## src/rtl/lftc_pkg.sv

```systemverilog
package lftc_pkg;

   localparam int DATA_W     = 16;
   localparam int DIFF_W     = DATA_W + 1;
   localparam int STR_W      = 13;
   localparam int TRANS_W    = 15;
   localparam int TERM_W     = 18;
   localparam int CSR_IDX_W  = 3;
   localparam int CSR_DATA_W = 16;

   localparam int SAT_MAX = 32767;
   localparam int SAT_MIN = -32768;

   localparam logic [CSR_IDX_W-1:0] CSR_MONO_MODE        = 3'd0;
   localparam logic [CSR_IDX_W-1:0] CSR_HIGHLIGHT_ENABLE = 3'd1;
   localparam logic [CSR_IDX_W-1:0] CSR_LUMA_GAIN        = 3'd2;
   localparam logic [CSR_IDX_W-1:0] CSR_HL_KNEE          = 3'd3;
   localparam logic [CSR_IDX_W-1:0] CSR_HL_RAMP          = 3'd4;
   localparam logic [CSR_IDX_W-1:0] CSR_DETAIL_STRENGTH  = 3'd5;

   typedef struct packed {
      logic                 mono_mode;
      logic                 highlight_enable;
      logic [STR_W-1:0]     luma_gain;
      logic [DATA_W-1:0]    hl_knee;
      logic [TRANS_W-1:0]   hl_ramp;
      logic [STR_W-1:0]     detail_strength;
   } cfg_type;

   // Rec.709 luma weight of one channel, rounded to the fixed-point grid.
   function automatic int luma_coef(input int lane, input int frac);
      int num;
      begin
         num = (lane == 0) ? 2126 : ((lane == 1) ? 7152 : 722);
         return (num * (1 << frac) + 5000) / 10000;
      end
   endfunction

endpackage

```

## src/rtl/lftc_merge.sv

```systemverilog
module lftc_merge #(
   parameter int FRACTION_BITS = 12
) (
   input  logic                                           clock,
   input  logic [FRACTION_BITS+5:0]                       stage_en,
   input  lftc_pkg::cfg_type                              cfg,
   input  logic signed [lftc_pkg::DATA_W-1:0]             reference_r,
   input  logic signed [lftc_pkg::DATA_W-1:0]             reference_g,
   input  logic signed [lftc_pkg::DATA_W-1:0]             reference_b,
   input  logic signed [lftc_pkg::DATA_W-1:0]             blur_delta_r,
   input  logic signed [lftc_pkg::DATA_W+FRACTION_BITS:0] prod_r,
   input  logic signed [lftc_pkg::DATA_W+FRACTION_BITS:0] prod_g,
   input  logic signed [lftc_pkg::DATA_W+FRACTION_BITS:0] prod_b,
   output logic signed [lftc_pkg::DIFF_W-1:0]             d,
   output logic signed [lftc_pkg::TERM_W-1:0]             adj,
   output logic signed [lftc_pkg::TERM_W-1:0]             mono_term
);
   import lftc_pkg::*;

   localparam int F      = FRACTION_BITS;
   localparam int HP_ST  = F + 4;
   localparam int ONE    = 1 << F;
   localparam int HALF   = 1 << (F - 1);
   localparam int HALF2  = 1 << (2 * F - 1);
   localparam int SW     = F + 1;
   localparam int PROD_W = DATA_W + F + 1;
   localparam int LUMD_W = PROD_W + 2;
   localparam int ADJP_W = LUMD_W + F + 2;
   localparam int MP_W   = DATA_W + F + 2;

   logic signed [DATA_W-1:0] max_rg;
   logic signed [DATA_W-1:0] max_rgb;
   logic signed [DATA_W-1:0] lum;
   logic signed [DIFF_W-1:0] d_ff;
   logic signed [DIFF_W-1:0] d_in;
   logic [SW-1:0]            ls;
   logic [SW-1:0]            lr;
   logic signed [MP_W-1:0]   mono_p;
   logic signed [TERM_W-1:0] mono_term_in;
   logic signed [TERM_W-1:0] mono_term_ff [0:HP_ST];
   logic signed [LUMD_W-1:0] lumd_ff;
   logic signed [LUMD_W-1:0] lumd_in;
   logic signed [ADJP_W-1:0] adjp_ff;
   logic signed [ADJP_W-1:0] adjp_in;
   logic signed [TERM_W-1:0] adj_in;
   logic signed [TERM_W-1:0] adj_ff [3:HP_ST];

   // In mono mode only the first channel carries the reference level.
   assign max_rg  = (reference_g > reference_r) ? reference_g : reference_r;
   assign max_rgb = (reference_b > max_rg) ? reference_b : max_rg;
   assign lum     = cfg.mono_mode ? reference_r : max_rgb;
   assign d_in    = DIFF_W'(lum) - DIFF_W'(signed'(cfg.hl_knee));

   always_comb begin
      if (32'(cfg.luma_gain) > ONE) begin
         ls = SW'(ONE);
      end else begin
         ls = SW'(cfg.luma_gain);
      end
      lr = SW'(ONE) - ls;
   end

   assign mono_p       = MP_W'(blur_delta_r) * MP_W'(signed'({1'b0, ls}));
   assign mono_term_in = TERM_W'((mono_p + MP_W'(HALF)) >>> F);

   // The luma of the difference is gathered from the three lanes.
   assign lumd_in = LUMD_W'(prod_r) + LUMD_W'(prod_g) + LUMD_W'(prod_b);
   assign adjp_in = ADJP_W'(lumd_ff) * ADJP_W'(signed'({1'b0, lr}));
   assign adj_in  = TERM_W'((adjp_ff + ADJP_W'(HALF2)) >>> (2 * F));

   always_ff @(posedge clock) begin
      if (stage_en[0]) begin
         d_ff            <= d_in;
         mono_term_ff[0] <= mono_term_in;
      end
      if (stage_en[1]) begin
         lumd_ff <= lumd_in;
      end
      if (stage_en[2]) begin
         adjp_ff <= adjp_in;
      end
      if (stage_en[3]) begin
         adj_ff[3] <= adj_in;
      end
   end

   for (genvar s = 1; s <= HP_ST; s++) begin : g_mono
      always_ff @(posedge clock) begin
         if (stage_en[s]) begin
            mono_term_ff[s] <= mono_term_ff[s-1];
         end
      end
   end

   for (genvar s = 4; s <= HP_ST; s++) begin : g_adj
      always_ff @(posedge clock) begin
         if (stage_en[s]) begin
            adj_ff[s] <= adj_ff[s-1];
         end
      end
   end

   assign d         = d_ff;
   assign adj       = adj_ff[HP_ST];
   assign mono_term = mono_term_ff[HP_ST];

endmodule

```

## config.mk

```make
export PLATFORM = sky130hd
export DESIGN_NAME = lftc_merge
export DESIGN_NICKNAME = d
export VERILOG_FILES = /design/src/rtl/lftc_pkg.sv /design/src/rtl/lftc_merge.sv
export SDC_FILE = /design/constraint.sdc
export NUM_CORES = 2
export LEC_CHECK = 0
export ABC_AREA = 1
export BUFFER_PORTS_ARGS = -buffer_cell sky130_fd_sc_hd__buf_2
export CORE_UTILIZATION = 63
export CTS_CLUSTER_SIZE = 10
export DETAILED_ROUTE_END_ITERATION = 12
export PLACE_DENSITY_LB_ADDON = 0.3
export SETUP_SLACK_MARGIN = 0.5
export SYNTH_ARGS = -nofsm -noshare
export SYNTH_HDL_FRONTEND = slang
export SYNTH_SLANG_ARGS = --single-unit
```

## constraint.sdc

```tcl
create_clock -name clock -period 9.3 [get_ports clock]
set_clock_uncertainty 0.15 [all_clocks]
set_input_delay 0.465 -clock clock [delete_from_list [all_inputs] [get_ports clock]]
set_output_delay 0.465 -clock clock [all_outputs]
set_load 0.02 [all_outputs]
```

==> flow_summary.toml <==
[worst_setup_path]
cp.buffers_inverters = 13
reg2reg_slack_ns = 2.40
worst-path-max-fanout = 26
cpMaxStageDelayCell = "fa_1"
required_ns = 9.50
cp_slowest_stage_delay_ns = 0.55
r2r_end = "adjp_ff[40]"
crit_family = "adder cells"
crit_arrival_ns = 8.04
path_common_cell = "inv_1"
critPathLaunchType = "input pin"
ff2ff_path_depth = 23
crit-reg2reg-launch = "lumd_ff[30]"
path_class = "in -> reg"
crit_path_end_kind = "flop"

[synthesis]
synth_edf_count = 625
synth_fp_nets = 5327
synthCells = 4259
async_flop_share_pct = 0
synth_area_um2 = 45840
yosysWarnings = 0
synthFlopType = "edfxtp_1"
ys_seq_elements = 625
synth.avg_cell_area_um2 = 10.76
seq_area_frac_synth_pct = 40.95
ys_types = 51

[die]
start_util_pct = 63.90
die_x_um = 271.7
dieArea_um2 = 73840
fp-row-count = 98
coreArea_um2 = 71730
ios = 282
die_y_um = 271.7

[status]
status = "finished, final reports clean"

[sta]
fin_crit_ns = 7.838
hold_violations = 0
rsz0062_at_grt = "no"
drv_slew = 0
clock.fmax_ghz = 0.1276
finalSetupViolations = 0
finalSetupTns_ns = 0
min_period_over_period_pct = 84.28
worst_slew_margin_rel_pct = 15.77
tightestPinTransition_ns = 1.260

[drt]
routed_wl_mm = 94.54
wl_per_cell_um = 17.39
met2_length_mm = 47.91
wl_met1_mm = 37.72
dr.first_iter.drc_count = 2040
drt-pass1-iter-count = 6
via_per_inst = 5.438
drc = 0
dr_wl_met3_mm = 5.770
ant_nets = 0
top_layer_used = "met4"
vias = 29570

[finish]
drive_gt1_share_pct = 8.625
antenna_cells = 0
area_growth_pct = 8.713
finalNetCount = 5544

[min_path]
hp-start = "cfg[28]"
hp-class = "in -> reg"
min_path_cells = 3
hold_end = "d[0]"

[global_routing]
antenna_found_initial = 0
track_usage_pct = 26.91
grt_max_degree = 50
first_global_vias = 31040
grt_pass1_wl_mm = 155.7
grt_overflow = 0

[clocking]
cts_setup_buffers = 0
cts_root_buf = "clkbuf_16"
cts_resized = 0
numCtsBuffers = 73
clk_pin_slew_worst_paths_ns = 0.06
cts-hold-fix-buffers = 0
cts_buffer_depth = 3
cts_tree = "done"
clock_latency_ns = 0.62
htreeDepth = 3
cts_sinks = 625

[placed_design]
place.gp.congestion = 0.9267
portBuffers = 251
dp_hpwl_mm = 73.28

[flow_run]
cap_violations = 0
==> synth_stat cells (17+ instances only) <==
cell      count  area (um2)
nor2_1      395        1483
xnor2_1      26       227.7
nand4_1      25       156.4
o21ai_0      73       365.4
nand2_1     683        2564
buf_4        37       277.8
a21oi_1     140       700.7
nor3_1       28       140.1
nand3_1     166       830.8
fa_1        582       11650
edfxtp_1    625       18770
ha_1        257        3216
inv_1       918        3446
clkbuf_1     67       251.5
a21o_1       18       135.1
xor2_1       71       621.9
a31oi_1      17       106.4
==> kinds of logic after synthesis <==
logic type	count (synthesis)	synth area share, %
adders and majority gates	839	32.43
xor gates and xnor gates	98	1.889
buffers and inverters	1068	9.136
AOI/OAI and AO/OA	304	3.849
and+or+nand+nor	1325	11.75
DFF	625	40.95
==> placed cells by master, fill, tap and decap left out, types with 10 or more instances in the layout <==
cell type,n
nand4_1,25
nor2_1,395
nor3_1,28
fa_1,582
xnor2_1,26
nand3_1,166
buf_2,251
nand2_1,683
inv_1,918
o21a_1,13
a21oi_1,140
o21bai_1,14
nor4_1,10
buf_4,25
xor2_1,71
edfxtp_1,625
clkbuf_16,73
o21ai_0,73
a31oi_1,17
ha_1,257
a21o_1,18
==> flip-flops by register name, indices dropped and copies added (netlist names) <==
name          count
adjp_ff          19
lumd_ff          31
mono_term_ff    306
adj_ff          252
d                17
==> area by class of cell <==
| class | count | area [um2] |
|---|---|---|
| Sequential cell | 625 | 18770 |
| Tap cell | 950 | 1189 |
| Timing Repair Buffer | 276 | 1444 |
| Inverter | 934 | 3513 |
| Clock inverter | 10 | 197.7 |
| Fill cell | 5298 | 21900 |
| Clock buffer | 76 | 1838 |
| Multi-Input combinational cell | 2566 | 22880 |
==> worst min-delay path, delay by kind of cell <==
family | cells | cell delay (ns)
adder cells (fa/ha/maj) | 1 | 0.12
buffers and inverters | 2 | 0.11
==> metal layers <==
layer,up-vias,track usage [%]
met5,-,0
met4,0,9.654
met3,224,3.308
met2,1054,47.08
met1,14540,34.69
li1,13750,-
==> how the worst max path moves through the flow <==
stage / from / to / slack, ns / cells past startpoint
after floorplan: cfg[45] / adjp_ff[40] / 2.03 / 38
after global placement: cfg[44] / adjp_ff[40] / 1.02 / 40
after detailed placement: cfg[49] / adjp_ff[40] / 0.96 / 38
after CTS: cfg[49] / adjp_ff[40] / 1.57 / 38
after global routing: cfg[44] / adjp_ff[32] / 1.04 / 37
final: cfg[49] / adjp_ff[40] / 1.46 / 38
==> through the flow <==
step                      setup WS (ns)  area, um2  util [%]  hold slack, ns  instances
after detailed placement         0.9608      47790     66.63          0.2545       5351
after CTS                         1.568      49830     69.47         0.07123       5437
final                             1.462      49830     69.47         0.09746       5437
after global routing              1.036      49830     69.47         0.09184       5437
after global placement            1.016      47790     66.63          0.2502       5351
after floorplan                   2.028      45840         -          0.2503       4259
Power is left out: the tool's default activity adds up to more than one toggle a clock period on the data nets, which glitch-free logic cannot reach.
