**config.mk**
```make
export PLATFORM = sky130hd
export DESIGN_NAME = lftc_mask
export DESIGN_NICKNAME = d
export VERILOG_FILES = /design/src/rtl/lftc_pkg.sv /design/src/rtl/lftc_mask.sv
export SDC_FILE = /design/constraint.sdc
export NUM_CORES = 2
export LEC_CHECK = 0
export BUFFER_PORTS_ARGS = -buffer_cell sky130_fd_sc_hd__buf_2
export CORE_ASPECT_RATIO = 0.5
export CORE_MARGIN = 2
export CORE_UTILIZATION = 56
export DETAILED_ROUTE_END_ITERATION = 6
export GPL_TIMING_DRIVEN = 0
export PLACE_DENSITY = 0.74
export RECOVER_POWER = 25
export SYNTH_ARGS = -nofsm -noshare
export SYNTH_HDL_FRONTEND = slang
export SYNTH_SLANG_ARGS = --single-unit
```
**constraint.sdc**
```tcl
create_clock -name clock -period 11.2 [get_ports clock]
set_input_delay 1.12 -clock clock [delete_from_list [all_inputs] [get_ports clock]]
set_output_delay 1.12 -clock clock [all_outputs]
set_load 0.02 [all_outputs]
```
**src/rtl/lftc_pkg.sv**
```systemverilog
package lftc_pkg;

   localparam int DATA_W     = 16;
   localparam int DIFF_W     = DATA_W + 1;
   localparam int STR_W      = 13;
   localparam int TRANS_W    = 15;
   localparam int TERM_W     = 18;
   localparam int CSR_IDX_W  = 3;
   localparam int CSR_DATA_W = 16;

   localparam int SAT_MAX = 32767;
   localparam int SAT_MIN = -32768;

   localparam logic [CSR_IDX_W-1:0] CSR_MONO_MODE        = 3'd0;
   localparam logic [CSR_IDX_W-1:0] CSR_HIGHLIGHT_ENABLE = 3'd1;
   localparam logic [CSR_IDX_W-1:0] CSR_LUMA_GAIN        = 3'd2;
   localparam logic [CSR_IDX_W-1:0] CSR_HL_KNEE          = 3'd3;
   localparam logic [CSR_IDX_W-1:0] CSR_HL_RAMP          = 3'd4;
   localparam logic [CSR_IDX_W-1:0] CSR_DETAIL_STRENGTH  = 3'd5;

   typedef struct packed {
      logic                 mono_mode;
      logic                 highlight_enable;
      logic [STR_W-1:0]     luma_gain;
      logic [DATA_W-1:0]    hl_knee;
      logic [TRANS_W-1:0]   hl_ramp;
      logic [STR_W-1:0]     detail_strength;
   } cfg_type;

   // Rec.709 luma weight of one channel, rounded to the fixed-point grid.
   function automatic int luma_coef(input int lane, input int frac);
      int num;
      begin
         num = (lane == 0) ? 2126 : ((lane == 1) ? 7152 : 722);
         return (num * (1 << frac) + 5000) / 10000;
      end
   endfunction

endpackage

```
**src/rtl/lftc_mask.sv**
```systemverilog
module lftc_mask #(
   parameter int FRACTION_BITS = 12
) (
   input  logic                               clock,
   input  logic [FRACTION_BITS+5:0]           stage_en,
   input  lftc_pkg::cfg_type                  cfg,
   input  logic signed [lftc_pkg::DIFF_W-1:0] d,
   output logic [FRACTION_BITS:0]             alpha
);
   import lftc_pkg::*;

   localparam int F    = FRACTION_BITS;
   localparam int T_ST = F + 1;
   localparam int M_ST = F + 2;
   localparam int A_ST = F + 3;
   localparam int ONE  = 1 << F;
   localparam int TW   = F + 1;
   localparam int SW   = F + 2;
   localparam int PW   = 2 * TW + 1;

   logic [TRANS_W-1:0] trans_eff;
   logic               zero_in;
   logic               one_in;
   logic [TRANS_W-1:0] rem0;
   logic [TRANS_W-1:0] rem_ff  [1:F];
   logic [F-1:0]       quo_ff  [1:F];
   logic               zero_ff [1:F];
   logic               one_ff  [1:F];
   logic [TW-1:0]      t_in;
   logic [2*TW-1:0]    t2p;
   logic [TW-1:0]      t_ff;
   logic [TW-1:0]      t2_ff;
   logic [SW-1:0]      slope;
   logic [PW-1:0]      mp;
   logic [TW-1:0]      mask_ff;
   logic [TW-1:0]      ds;
   logic [TW-1:0]      dr;
   logic [2*TW-1:0]    ap;
   logic [TW-1:0]      alpha_ff;
   logic [TW-1:0]      alpha_in;

   assign trans_eff = (cfg.hl_ramp == '0) ? TRANS_W'(1) : cfg.hl_ramp;
   assign zero_in   = d[DIFF_W-1] || (d == '0);
   assign one_in    = (d >= DIFF_W'(signed'({1'b0, trans_eff})));
   // Inside the ramp 0 < d < transition, so d fits the remainder width.
   assign rem0      = d[TRANS_W-1:0];

   // Restoring division d * ONE / transition, one quotient bit per stage.
   for (genvar k = 1; k <= F; k++) begin : g_div
      logic [TRANS_W-1:0] rem_prev;
      logic [F-1:0]       quo_prev;
      logic               zero_prev;
      logic               one_prev;
      logic [TRANS_W:0]   shifted;
      logic               take;

      if (k == 1) begin : g_first
         assign rem_prev  = rem0;
         assign quo_prev  = '0;
         assign zero_prev = zero_in;
         assign one_prev  = one_in;
      end else begin : g_next
         assign rem_prev  = rem_ff[k-1];
         assign quo_prev  = quo_ff[k-1];
         assign zero_prev = zero_ff[k-1];
         assign one_prev  = one_ff[k-1];
      end

      assign shifted = {rem_prev, 1'b0};
      assign take    = (shifted >= {1'b0, trans_eff});

      always_ff @(posedge clock) begin
         if (stage_en[k]) begin
            rem_ff[k]  <= take ? TRANS_W'(shifted - {1'b0, trans_eff})
                               : shifted[TRANS_W-1:0];
            quo_ff[k]  <= {quo_prev[F-2:0], take};
            zero_ff[k] <= zero_prev;
            one_ff[k]  <= one_prev;
         end
      end
   end

   always_comb begin
      if (zero_ff[F]) begin
         t_in = '0;
      end else if (one_ff[F]) begin
         t_in = TW'(ONE);
      end else begin
         t_in = {1'b0, quo_ff[F]};
      end
   end

   assign t2p = (2 * TW)'(t_in) * (2 * TW)'(t_in);

   // Smoothstep: t^2 * (3 - 2t), which never exceeds one.
   assign slope = SW'(3 * ONE) - {t_ff, 1'b0};
   assign mp    = PW'(t2_ff) * PW'(slope);

   always_comb begin
      if (32'(cfg.detail_strength) > ONE) begin
         ds = TW'(ONE);
      end else begin
         ds = TW'(cfg.detail_strength);
      end
      dr       = TW'(ONE) - ds;
      ap       = (2 * TW)'(mask_ff) * (2 * TW)'(dr);
      alpha_in = cfg.highlight_enable ? ap[2*F:F] : '0;
   end

   always_ff @(posedge clock) begin
      if (stage_en[T_ST]) begin
         t_ff  <= t_in;
         t2_ff <= t2p[2*F:F];
      end
      if (stage_en[M_ST]) begin
         mask_ff <= mp[2*F:F];
      end
      if (stage_en[A_ST]) begin
         alpha_ff <= alpha_in;
      end
   end

   assign alpha = alpha_ff;

endmodule

```
==> flow_summary_export.csv <==
group,metric,value,unit
floorplanning,ios,108,
drt,route.detailed.wl_per_inst,17.72,um
layout,nNetsFinal,4254,
setup_path,required,11.49,ns
synth,synthMuxAreaShare,4.057,%
setup_path,crit_arrival,9.43,ns
clock_tree,htree_num_levels,2,
floorplanning,die_height,178.2,um
drt,first_pass_iters,5,
layout,final_util,61.34,%
layout,fillers,4866,
synth,synth_area,0.03398,mm^2
clock_tree,cts.sinks,319,
timing,fmax,0.1094,GHz
placed_design,place.gp.congestion,0.9229,
synth,async_flop_share,0,%
timing,fin_worst_skew,0.01555,ns
floorplanning,dieArea,0.06279,mm^2
layout,syn_to_final_growth,7.562,%
synth,synthXorXnorAreaFrac,4.562,%
synth,yosys.area_share.simple,13.27,%
synth,synth_compound_gate_area_share,9.101,%
floorplanning,core-area,0.05959,mm^2
synth,synth_edf_count,319,
setup_path,cp_slowest_stage_delay,0.54,ns
timing,slew_violations,0,
outcome,outcome,"finished, final reports clean",
global_routing,grt_max_degree,29,
layout,fin_cells,4272,
global_routing,track_usage,24.82,%
setup_path,reg2reg_from,"t_ff[4]",
drt,remaining_drc_errors,0,
synth,synth_top_family_by_area,"adder cells",
layout,final_cell_mix,"490 x inv_1, 379 x ha_1, 345 x fa_1, 330 x nand2_1, 319 x edfxtp_1",
floorplanning,num_rows,63,
setup_path,worst_setup_path_end_kind,"flop",
global_routing,grt_pass1_vias,24810,
clock_tree,cts_tree,"built",
flow_run,maxCapViolCount,0,
synth,ys_seq_area_share,28.19,%
drt,ant_nets,0,
clock_tree,clkLatencyLatePin,0.55,ns
placed_design,io_buffers,74,
drt,wirelength,75720,um
clock_tree,cts_setup_buffers,0,
timing,worst_pin_slew,1.131,ns
synth,ys_ff_latch,319,
placed_design,hpwl,59010,um
synth,synth.distinct_cells,78,
synth,yosys_warnings,0,
timing,rsz0062_at_grt,"false",
placed_design,dp_cells,4211,
setup_path,path_max_fanout,10,
timing,period_minus_slack,9.139,ns
setup_path,path_class,"in2reg",
drt,first_iter_violations,1798,
setup_path,start_kind,"input port",
timing,finalSetupViolCount,0,
floorplanning,die_width,352.4,um
min_path,min_from,"quo_ff[7][3]",
layout,drive_gt1_share,8.066,%
drt,vias,24260,
clock_tree,max-clock-path-buffers,3,
clock_tree,ctsResizeCount,0,
clock_tree,cts-root-buf,"clkbuf_16",
clock_tree,clk_pin_slew,0.07,ns
clock_tree,cts-buffers-inserted,34,
timing,fin_tns_setup,0,ns
min_path,hold_path_class,"reg2reg",
timing,fin_crit_sh,81.60,%
setup_path,ff2ff_setup_slack,3.55,ns
drt,via_per_inst,5.680,
synth,synth_adder_area_share,34.28,%
clock_tree,hold_buffers,0,
synth,synth_cells,3309,
synth,avgSynthCellArea,10.27,um^2
synth,synth_ff_type,"edfxtp_1",
global_routing,grt_pass1_wl,125800,um
timing,slew_headroom,24.49,%
setup_path,critPathSlowestCell,"fa_1",
layout,layout_commonest_cell,"inv_1",
global_routing,antenna_found_initial,1,
floorplanning,initial_utilization,57.03,%
global_routing,grt_overflow,0,
placed_design,place_area,0.03546,mm^2
layout,stdcell_area,0.03655,mm^2
setup_path,startpoint,"cfg[12]",
timing,final-hold-violation-count,0,
worst paths after layout:
check | cells past startpoint | end
worst max-delay path | 31 | alpha[8]
worst min-delay path | 0 | quo_ff[8][4]
worst max register to register | 23 | mask_ff[12]
worst min register to register | 0 | quo_ff[8][4]
logic make-up (layout without fill, tap and decap cells):
kind of cell	count (synthesis)	after routing
xor+xnor	177	177
buf+inv	584	719
mux	123	123
compound gates	465	465
flops	319	319
other cells	2	18
simple gates	915	915
fa+ha+maj	724	724
stage by stage:
step / setup slack (ns) / hold slack (ns)
floorplan: 3.054 / 0.4003
global placement: 1.651 / 0.4012
detailed placement: 1.605 / 0.4045
CTS: 2.157 / 0.4142
global route: 1.573 / 0.4207
finish: 2.061 / 0.4143
layout make-up:
| cell class | count | area [um^2] | share of cell area, % |
|---|---|---|---|
| Antenna cell | 1 | 2.502 | 0.006846 |
| Timing Repair Buffer | 75 | 391.6 | 1.071 |
| Clock buffer | 41 | 877.1 | 2.399 |
| Clock inverter | 19 | 225.2 | 0.6161 |
| Tap cell | 812 | 1016 | 2.779 |
| Multi-Input combinational cell | 2421 | 22240 | 60.85 |
| Buffer | 93 | 376.6 | 1.030 |
| Sequential cell | 319 | 9579 | 26.21 |
| Inverter | 491 | 1843 | 5.042 |
synth_stat cells (all sizes together) (38+ instances only):
cell type | n | area, um^2
and3 | 69 | 431.7
mux2 | 118 | 1329
nand4 | 38 | 237.7
xor2 | 60 | 525.5
edfxtp | 319 | 9579
nor2 | 158 | 593.1
and2 | 140 | 875.8
o21ai | 91 | 459.2
a21oi | 127 | 635.6
nand2 | 330 | 1239
fa | 345 | 6907
nor3 | 55 | 275.3
clkbuf | 79 | 296.5
a21o | 61 | 457.9
xnor2 | 117 | 1025
inv | 491 | 1843
ha | 379 | 4742
layer usage:
| metal | wire [um] | vias to the layer above | global-route usage, % |
|---|---|---|---|
| met5 | 0 | - | 0 |
| met2 | 35890 | 675 | 42.25 |
| met4 | 1841 | 0 | 6.820 |
| met1 | 33430 | 11950 | 33.45 |
| li1 | - | 11500 | - |
| met3 | 4561 | 139 | 3.662 |
critical path: cells and delay by family:
| kind | cells | cell delay (ns) |
|---|---|---|
| compound gates | 7 | 1.83 |
| simple gates | 6 | 1.05 |
| mux | 1 | 0.25 |
| fa+ha+maj | 7 | 3.03 |
| buf+inv | 10 | 2.10 |
flip-flops by register name (all words and copies together), names as in the netlist:
signal	cells
alpha	13
mask_ff	13
one_ff	12
quo_ff	78
rem_ff	165
t2_ff	13
t_ff	13
zero_ff	12
Power is left out: the tool's default activity adds up to more than one toggle a clock period on the data nets, which glitch-free logic cannot reach.
