**config.mk**
```make
export PLATFORM = sky130hd
export DESIGN_NAME = lftc_lane
export DESIGN_NICKNAME = d
export VERILOG_FILES = /design/src/rtl/lftc_pkg.sv /design/src/rtl/lftc_lane.sv
export SDC_FILE = /design/constraint.sdc
export NUM_CORES = 1
export LEC_CHECK = 0
export ABC_AREA = 1
export BUFFER_PORTS_ARGS = -buffer_cell sky130_fd_sc_hd__buf_2
export CAP_MARGIN = 25
export CORE_UTILIZATION = 62
export CTS_CLUSTER_DIAMETER = 50
export DETAILED_ROUTE_END_ITERATION = 12
export HOLD_SLACK_MARGIN = 0.12
export PLACE_DENSITY = 0.85
export REMOVE_ABC_BUFFERS = 1
export SYNTH_ARGS = -nofsm -noshare
export SYNTH_HDL_FRONTEND = slang
export SYNTH_SLANG_ARGS = --single-unit
```
**constraint.sdc**
```tcl
create_clock -name clock -period 9.22 [get_ports clock]
set_clock_uncertainty 0.15 [all_clocks]
set_input_delay 1.844 -clock clock [delete_from_list [all_inputs] [get_ports clock]]
set_output_delay 1.844 -clock clock [all_outputs]
set_load 0.05 [all_outputs]
```
**src/rtl/lftc_pkg.sv**
```systemverilog
package lftc_pkg;

   localparam int DATA_W     = 16;
   localparam int DIFF_W     = DATA_W + 1;
   localparam int STR_W      = 13;
   localparam int TRANS_W    = 15;
   localparam int TERM_W     = 18;
   localparam int CSR_IDX_W  = 3;
   localparam int CSR_DATA_W = 16;

   localparam int SAT_MAX = 32767;
   localparam int SAT_MIN = -32768;

   localparam logic [CSR_IDX_W-1:0] CSR_MONO_MODE        = 3'd0;
   localparam logic [CSR_IDX_W-1:0] CSR_HIGHLIGHT_ENABLE = 3'd1;
   localparam logic [CSR_IDX_W-1:0] CSR_LUMA_GAIN        = 3'd2;
   localparam logic [CSR_IDX_W-1:0] CSR_HL_KNEE          = 3'd3;
   localparam logic [CSR_IDX_W-1:0] CSR_HL_RAMP          = 3'd4;
   localparam logic [CSR_IDX_W-1:0] CSR_DETAIL_STRENGTH  = 3'd5;

   typedef struct packed {
      logic                 mono_mode;
      logic                 highlight_enable;
      logic [STR_W-1:0]     luma_gain;
      logic [DATA_W-1:0]    hl_knee;
      logic [TRANS_W-1:0]   hl_ramp;
      logic [STR_W-1:0]     detail_strength;
   } cfg_type;

   // Rec.709 luma weight of one channel, rounded to the fixed-point grid.
   function automatic int luma_coef(input int lane, input int frac);
      int num;
      begin
         num = (lane == 0) ? 2126 : ((lane == 1) ? 7152 : 722);
         return (num * (1 << frac) + 5000) / 10000;
      end
   endfunction

endpackage

```
**src/rtl/lftc_lane.sv**
```systemverilog
module lftc_lane #(
   parameter int FRACTION_BITS = 12,
   parameter int LANE          = 0
) (
   input  logic                                         clock,
   input  logic [FRACTION_BITS+5:0]                     stage_en,
   input  lftc_pkg::cfg_type                            cfg,
   input  logic signed [lftc_pkg::DATA_W-1:0]           restored,
   input  logic signed [lftc_pkg::DATA_W-1:0]           low_rest,
   input  logic signed [lftc_pkg::DATA_W-1:0]           blur_delta,
   input  logic [FRACTION_BITS:0]                       alpha,
   input  logic signed [lftc_pkg::TERM_W-1:0]           adj,
   input  logic signed [lftc_pkg::TERM_W-1:0]           mono_term,
   output logic signed [lftc_pkg::DATA_W+FRACTION_BITS:0] prod,
   output logic signed [lftc_pkg::DATA_W-1:0]           result
);
   import lftc_pkg::*;

   localparam int F       = FRACTION_BITS;
   localparam int A_ST    = F + 3;
   localparam int HP_ST   = F + 4;
   localparam int OUT_ST  = F + 5;
   localparam int PROD_W  = DATA_W + F + 1;
   localparam int HPP_W   = DIFF_W + F + 2;
   localparam int SUM_W   = TERM_W + 3;
   localparam int COEF    = luma_coef(LANE, F);
   localparam int HALF    = 1 << (F - 1);
   localparam bit PRIMARY = (LANE == 0);

   logic signed [DATA_W-1:0] rest_ff  [0:HP_ST];
   logic signed [DATA_W-1:0] ldiff_ff [0:HP_ST];
   logic signed [DIFF_W-1:0] hpd_ff   [0:A_ST];
   logic signed [PROD_W-1:0] prod_ff;
   logic signed [PROD_W-1:0] prod_in;
   logic signed [DIFF_W-1:0] hpd_in;
   logic signed [HPP_W-1:0]  hpp;
   logic signed [TERM_W-1:0] hp_ff;
   logic signed [TERM_W-1:0] hp_in;
   logic signed [SUM_W-1:0]  term;
   logic signed [SUM_W-1:0]  sum;
   logic signed [DATA_W-1:0] result_ff;
   logic signed [DATA_W-1:0] result_in;

   assign prod_in = PROD_W'(blur_delta) * PROD_W'(COEF);
   assign hpd_in  = DIFF_W'(restored) - DIFF_W'(low_rest);

   // Restored high-pass weighted by the highlight alpha, rounded half up.
   assign hpp   = HPP_W'(signed'({1'b0, alpha})) * HPP_W'(hpd_ff[A_ST]);
   assign hp_in = TERM_W'((hpp + HPP_W'(HALF)) >>> F);

   always_comb begin
      if (cfg.mono_mode) begin
         term = SUM_W'(mono_term);
      end else begin
         term = SUM_W'(ldiff_ff[HP_ST]) - SUM_W'(adj);
      end
      sum = SUM_W'(rest_ff[HP_ST]) + term - SUM_W'(hp_ff);
      if (cfg.mono_mode && !PRIMARY) begin
         result_in = '0;
      end else if (sum > SUM_W'(SAT_MAX)) begin
         result_in = DATA_W'(SAT_MAX);
      end else if (sum < SUM_W'(SAT_MIN)) begin
         result_in = DATA_W'(SAT_MIN);
      end else begin
         result_in = sum[DATA_W-1:0];
      end
   end

   always_ff @(posedge clock) begin
      if (stage_en[0]) begin
         rest_ff[0]  <= restored;
         ldiff_ff[0] <= blur_delta;
         hpd_ff[0]   <= hpd_in;
         prod_ff     <= prod_in;
      end
      if (stage_en[HP_ST]) begin
         hp_ff <= hp_in;
      end
      if (stage_en[OUT_ST]) begin
         result_ff <= result_in;
      end
   end

   for (genvar s = 1; s <= HP_ST; s++) begin : g_carry
      always_ff @(posedge clock) begin
         if (stage_en[s]) begin
            rest_ff[s]  <= rest_ff[s-1];
            ldiff_ff[s] <= ldiff_ff[s-1];
         end
      end
   end

   for (genvar s = 1; s <= A_ST; s++) begin : g_hpd
      always_ff @(posedge clock) begin
         if (stage_en[s]) begin
            hpd_ff[s] <= hpd_ff[s-1];
         end
      end
   end

   assign prod   = prod_ff;
   assign result = result_ff;

endmodule

```
==> results.sh <==
export IMPL_layout_common_cells="edfxtp_1, inv_1, nand2_1"
export IMPL_maxSlewHeadroom_pct=30.44
export IMPL_hold_ws_ns=0.2576
export IMPL_drive_above_1_share_pct=9.828
export IMPL_ys_types=48
export IMPL_dieArea_mm2=0.06993
export IMPL_synthFlopType="edfxtp_1"
export IMPL_start_kind="input port"
export IMPL_ys_seq_area_share_pct=61.60
export IMPL_clockRootBuffer="clkbuf_16"
export IMPL_globalRouteOverflowTotal=0
export IMPL_crit_chain="buf_2, nand2_1, inv_1, fa_1, fa_1, fa_1, inv_1, fa_1, fa_1, inv_1, fa_1, ha_1, a21oi_1, o21ai_0, nand2_1, o311ai_0, a21oi_1, xor2_1"
export IMPL_routed_wl_mm=81.25
export IMPL_h_tree_depth=3
export IMPL_syn_avg_cell_area_um2=13.77
export IMPL_path_max_fanout=17
export IMPL_seqPwrFrac_pct=30.8
export IMPL_async_flop_share_pct=0
export IMPL_endpoint="hp_ff[17]$_DFFE_PP_"
export IMPL_status="finished, final reports clean"
export IMPL_grt_antenna_before_repair=0
export IMPL_clkPwrFrac_pct=19.5
export IMPL_post_route_period_util_pct=81.16
export IMPL_cp_data_arrival_time_ns=7.78
export IMPL_p_leak_nw=20.38
export IMPL_grt_pass1_vias=24240
export IMPL_area_growth_syn_to_layout_pct=10.79
export IMPL_die_w_um=264.4
export IMPL_layout_commonest_cell="edfxtp_1"
export IMPL_syn_area_mm2=0.04270
export IMPL_dr_pass1_iters=6
export IMPL_num_vias=22970
export IMPL_antennaDiodeCount=0
export IMPL_synth_seq_cells=876
export IMPL_post_cts_setup_buffers=0
export IMPL_clock_latency_ns=0.65
export IMPL_grt_pass1_wl_mm=126.8
export IMPL_drtAntennaViolNets=0
export IMPL_wl_per_cell_um=19.11
export IMPL_cts_made_buffers=82
export IMPL_postSynthCellCount=3102
export IMPL_required_ns=9.52
export IMPL_grt_max_degree=76
export IMPL_hold_path_class="flop to flop"
export IMPL_path_class="input port to flop"
export IMPL_die_h_um=264.4
export IMPL_path_common_cell="fa_1"
export IMPL_dr_first_iter_drc_count=1612
export IMPL_cp_depth=18
export IMPL_hold_path_startpoint="rest_ff[0][66]$_DFFE_PP_"
export IMPL_yosys_area_share_xor_xnor_pct=1.620
export IMPL_grt_usage_pct=23.74
export IMPL_numPortBuffers=161
export IMPL_gp_congestion=0.9325
export IMPL_synth_edf_count=876
export IMPL_p_int_mw=9.940
export IMPL_initial_core_util_pct=63.14
export IMPL_clock_path_buffers=3
export IMPL_yosys_warnings=0
export IMPL_hold_viol=0
export IMPL_timing_rr_end="hp_ff[17]$_DFFE_PP_"
export IMPL_slew_viol_final=0
export IMPL_coreArea_mm2=0.06763
export IMPL_fin_setup_tns_ns=0
export IMPL_multi_input_area_mm2=0.01383
export IMPL_end_kind="flop"
export IMPL_slowest_stage="fa_1"
export IMPL_synth_top_family_by_area="adder cells"
export IMPL_vdd_ir_drop_max_mv=0.4065
export IMPL_tightest_slew_ns=1.043
export IMPL_crit_start="alpha[2]"
export IMPL_vias_per_cell=5.403
export IMPL_r2r_start="hpd_ff[1][135]$_DFFE_PP_"
export IMPL_rr_worst_depth=17
export IMPL_rsz0062_at_grt="false"
export IMPL_cp_num_buf_inv=4
export IMPL_reg2reg_slack_ns=2.48
export IMPL_finalCriticalPeriod_ns=7.483
export IMPL_cts_resized_gates=0
export IMPL_drcViolationCount=0
export IMPL_tritoncts="done"
export IMPL_final_nets=4013
export IMPL_pin_count=220
export IMPL_synth_simple_area_share_pct=6.953
export IMPL_cts_hold_buf=0
export IMPL_p_sw_mw=7.203
export IMPL_clkSinkCount=876
export IMPL_switching_share_pct=42.02
export IMPL_synth_compound_area_share_pct=2.986
export IMPL_path_delay_family="adder cells"
export IMPL_p_comb_share_pct=49.7
export IMPL_fmax_mhz=133.6
export IMPL_cts_reportedPaths_clkPinSlew_ns=0.07
export IMPL_final_util_pct=69.95
export IMPL_place_hpwl_mm=53.64
export IMPL_nFillCells=4337
export IMPL_cpPeakStageDelay_ns=0.94
export IMPL_p_per_area_mw_per_mm2=362.4
export IMPL_synthAdderAreaFrac_pct=20.83
export IMPL_seq_area_mm2=0.02631
export IMPL_muxShareOfSynthArea_pct=0
export IMPL_maxCapViolations=0
export IMPL_setup_violations=0
export IMPL_row_count=95
worst min path at each step:
| stage | to | slack, ns | cells past startpoint |
|---|---|---|---|
| finish | rest_ff[0][82]$_DFFE_PP_ | 0.26 | 0 |
| global route | hpd_ff[1][67]$_DFFE_PP_ | 0.26 | 0 |
| detailed placement | hpd_ff[0][28]$_DFFE_PP_ | 0.25 | 0 |
| global placement | ldiff_ff[0][265]$_DFFE_PP_ | 0.25 | 0 |
| floorplan | hpd_ff[0][100]$_DFFE_PP_ | 0.25 | 0 |
| CTS | rest_ff[0][149]$_DFFE_PP_ | 0.26 | 0 |
cell usage after synthesis, types with 2 or more instances:
| library cell | instances | area share (%) |
|---|---|---|
| nand3_2 | 5 | 0.12 |
| nand3_1 | 55 | 0.64 |
| o31ai_1 | 3 | 0.053 |
| nand2_4 | 2 | 0.053 |
| buf_1 | 2 | 0.018 |
| a21o_1 | 15 | 0.26 |
| ha_1 | 223 | 6.5 |
| a31oi_1 | 4 | 0.059 |
| clkbuf_1 | 44 | 0.39 |
| a21oi_2 | 2 | 0.041 |
| o21ai_0 | 63 | 0.74 |
| buf_4 | 3 | 0.053 |
| inv_1 | 618 | 5.4 |
| buf_8 | 2 | 0.070 |
| nor2_1 | 93 | 0.82 |
| fa_1 | 305 | 14 |
| nand2_1 | 503 | 4.4 |
| a21oi_1 | 113 | 1.3 |
| or2_2 | 5 | 0.073 |
| o221ai_1 | 2 | 0.041 |
| nor3_1 | 16 | 0.19 |
| xor2_1 | 48 | 0.98 |
| a31o_2 | 3 | 0.062 |
| a21boi_0 | 2 | 0.035 |
| nor2_2 | 6 | 0.088 |
| o21bai_1 | 6 | 0.11 |
| inv_2 | 4 | 0.035 |
| o211ai_1 | 2 | 0.035 |
| nand4_1 | 14 | 0.21 |
| o21a_1 | 4 | 0.070 |
| nand3b_1 | 4 | 0.070 |
| edfxtp_1 | 876 | 62 |
| nor4_1 | 3 | 0.044 |
| nand2_2 | 8 | 0.12 |
| xnor2_1 | 31 | 0.64 |
metal layers:
| metal | GRT usage [%] | share of wire, % | routed length (µm) |
|---|---|---|---|
| met1 | 26.74 | 36 | 29070 |
| met3 | 3.251 | 4.8 | 3884 |
| met5 | 0 | 0 | 0 |
| met2 | 44.10 | 55 | 44350 |
| met4 | 11.77 | 4.9 | 3947 |
metrics by stage:
stage	worst slack, ns	instance area [µm²]	std cells	power (mW)
floorplan	2.418	42470	3050	11.34
global placement	1.668	44380	4085	13.30
detailed placement	1.604	44380	4085	13.49
CTS	1.942	47030	4237	17.09
global route	1.668	47310	4251	18.30
finish	1.737	47310	4251	17.14
registers in the layout, summed over array words and instances (netlist names):
register	flops
hpd_ff	272
rest_ff	272
prod	27
ldiff_ff	271
hp_ff	18
result	16
cells by family after synthesis:
kind of cell | after synthesis
and+or+nand+nor | 719
AOI/OAI and AO/OA | 226
adders and majority gates | 528
buffers and inverters | 674
xor gates and xnor gates | 79
DFF | 876
cell type report:
class | count | area share (%)
flip-flops and latches | 876 | 55.60
multi-input cells | 1552 | 29.24
inverters | 622 | 4.935
clock buffers | 99 | 4.472
repair buffers | 176 | 2.317
well taps | 873 | 2.309
clock inverters | 53 | 1.127
power by group through the flow:
stage / sequential [mW] / clock, mW / combinational [mW]
3_5_place_dp: 5.36 / 0 / 8.12
4_1_cts: 5.30 / 3.40 / 8.39
5_1_grt: 5.32 / 3.54 / 9.44
2_1_floorplan: 5.65 / 0 / 5.69
6_report: 5.29 / 3.34 / 8.51
3_3_place_gp: 5.33 / 0 / 7.96
No activity file was read; power rests on OpenSTA's default activity.
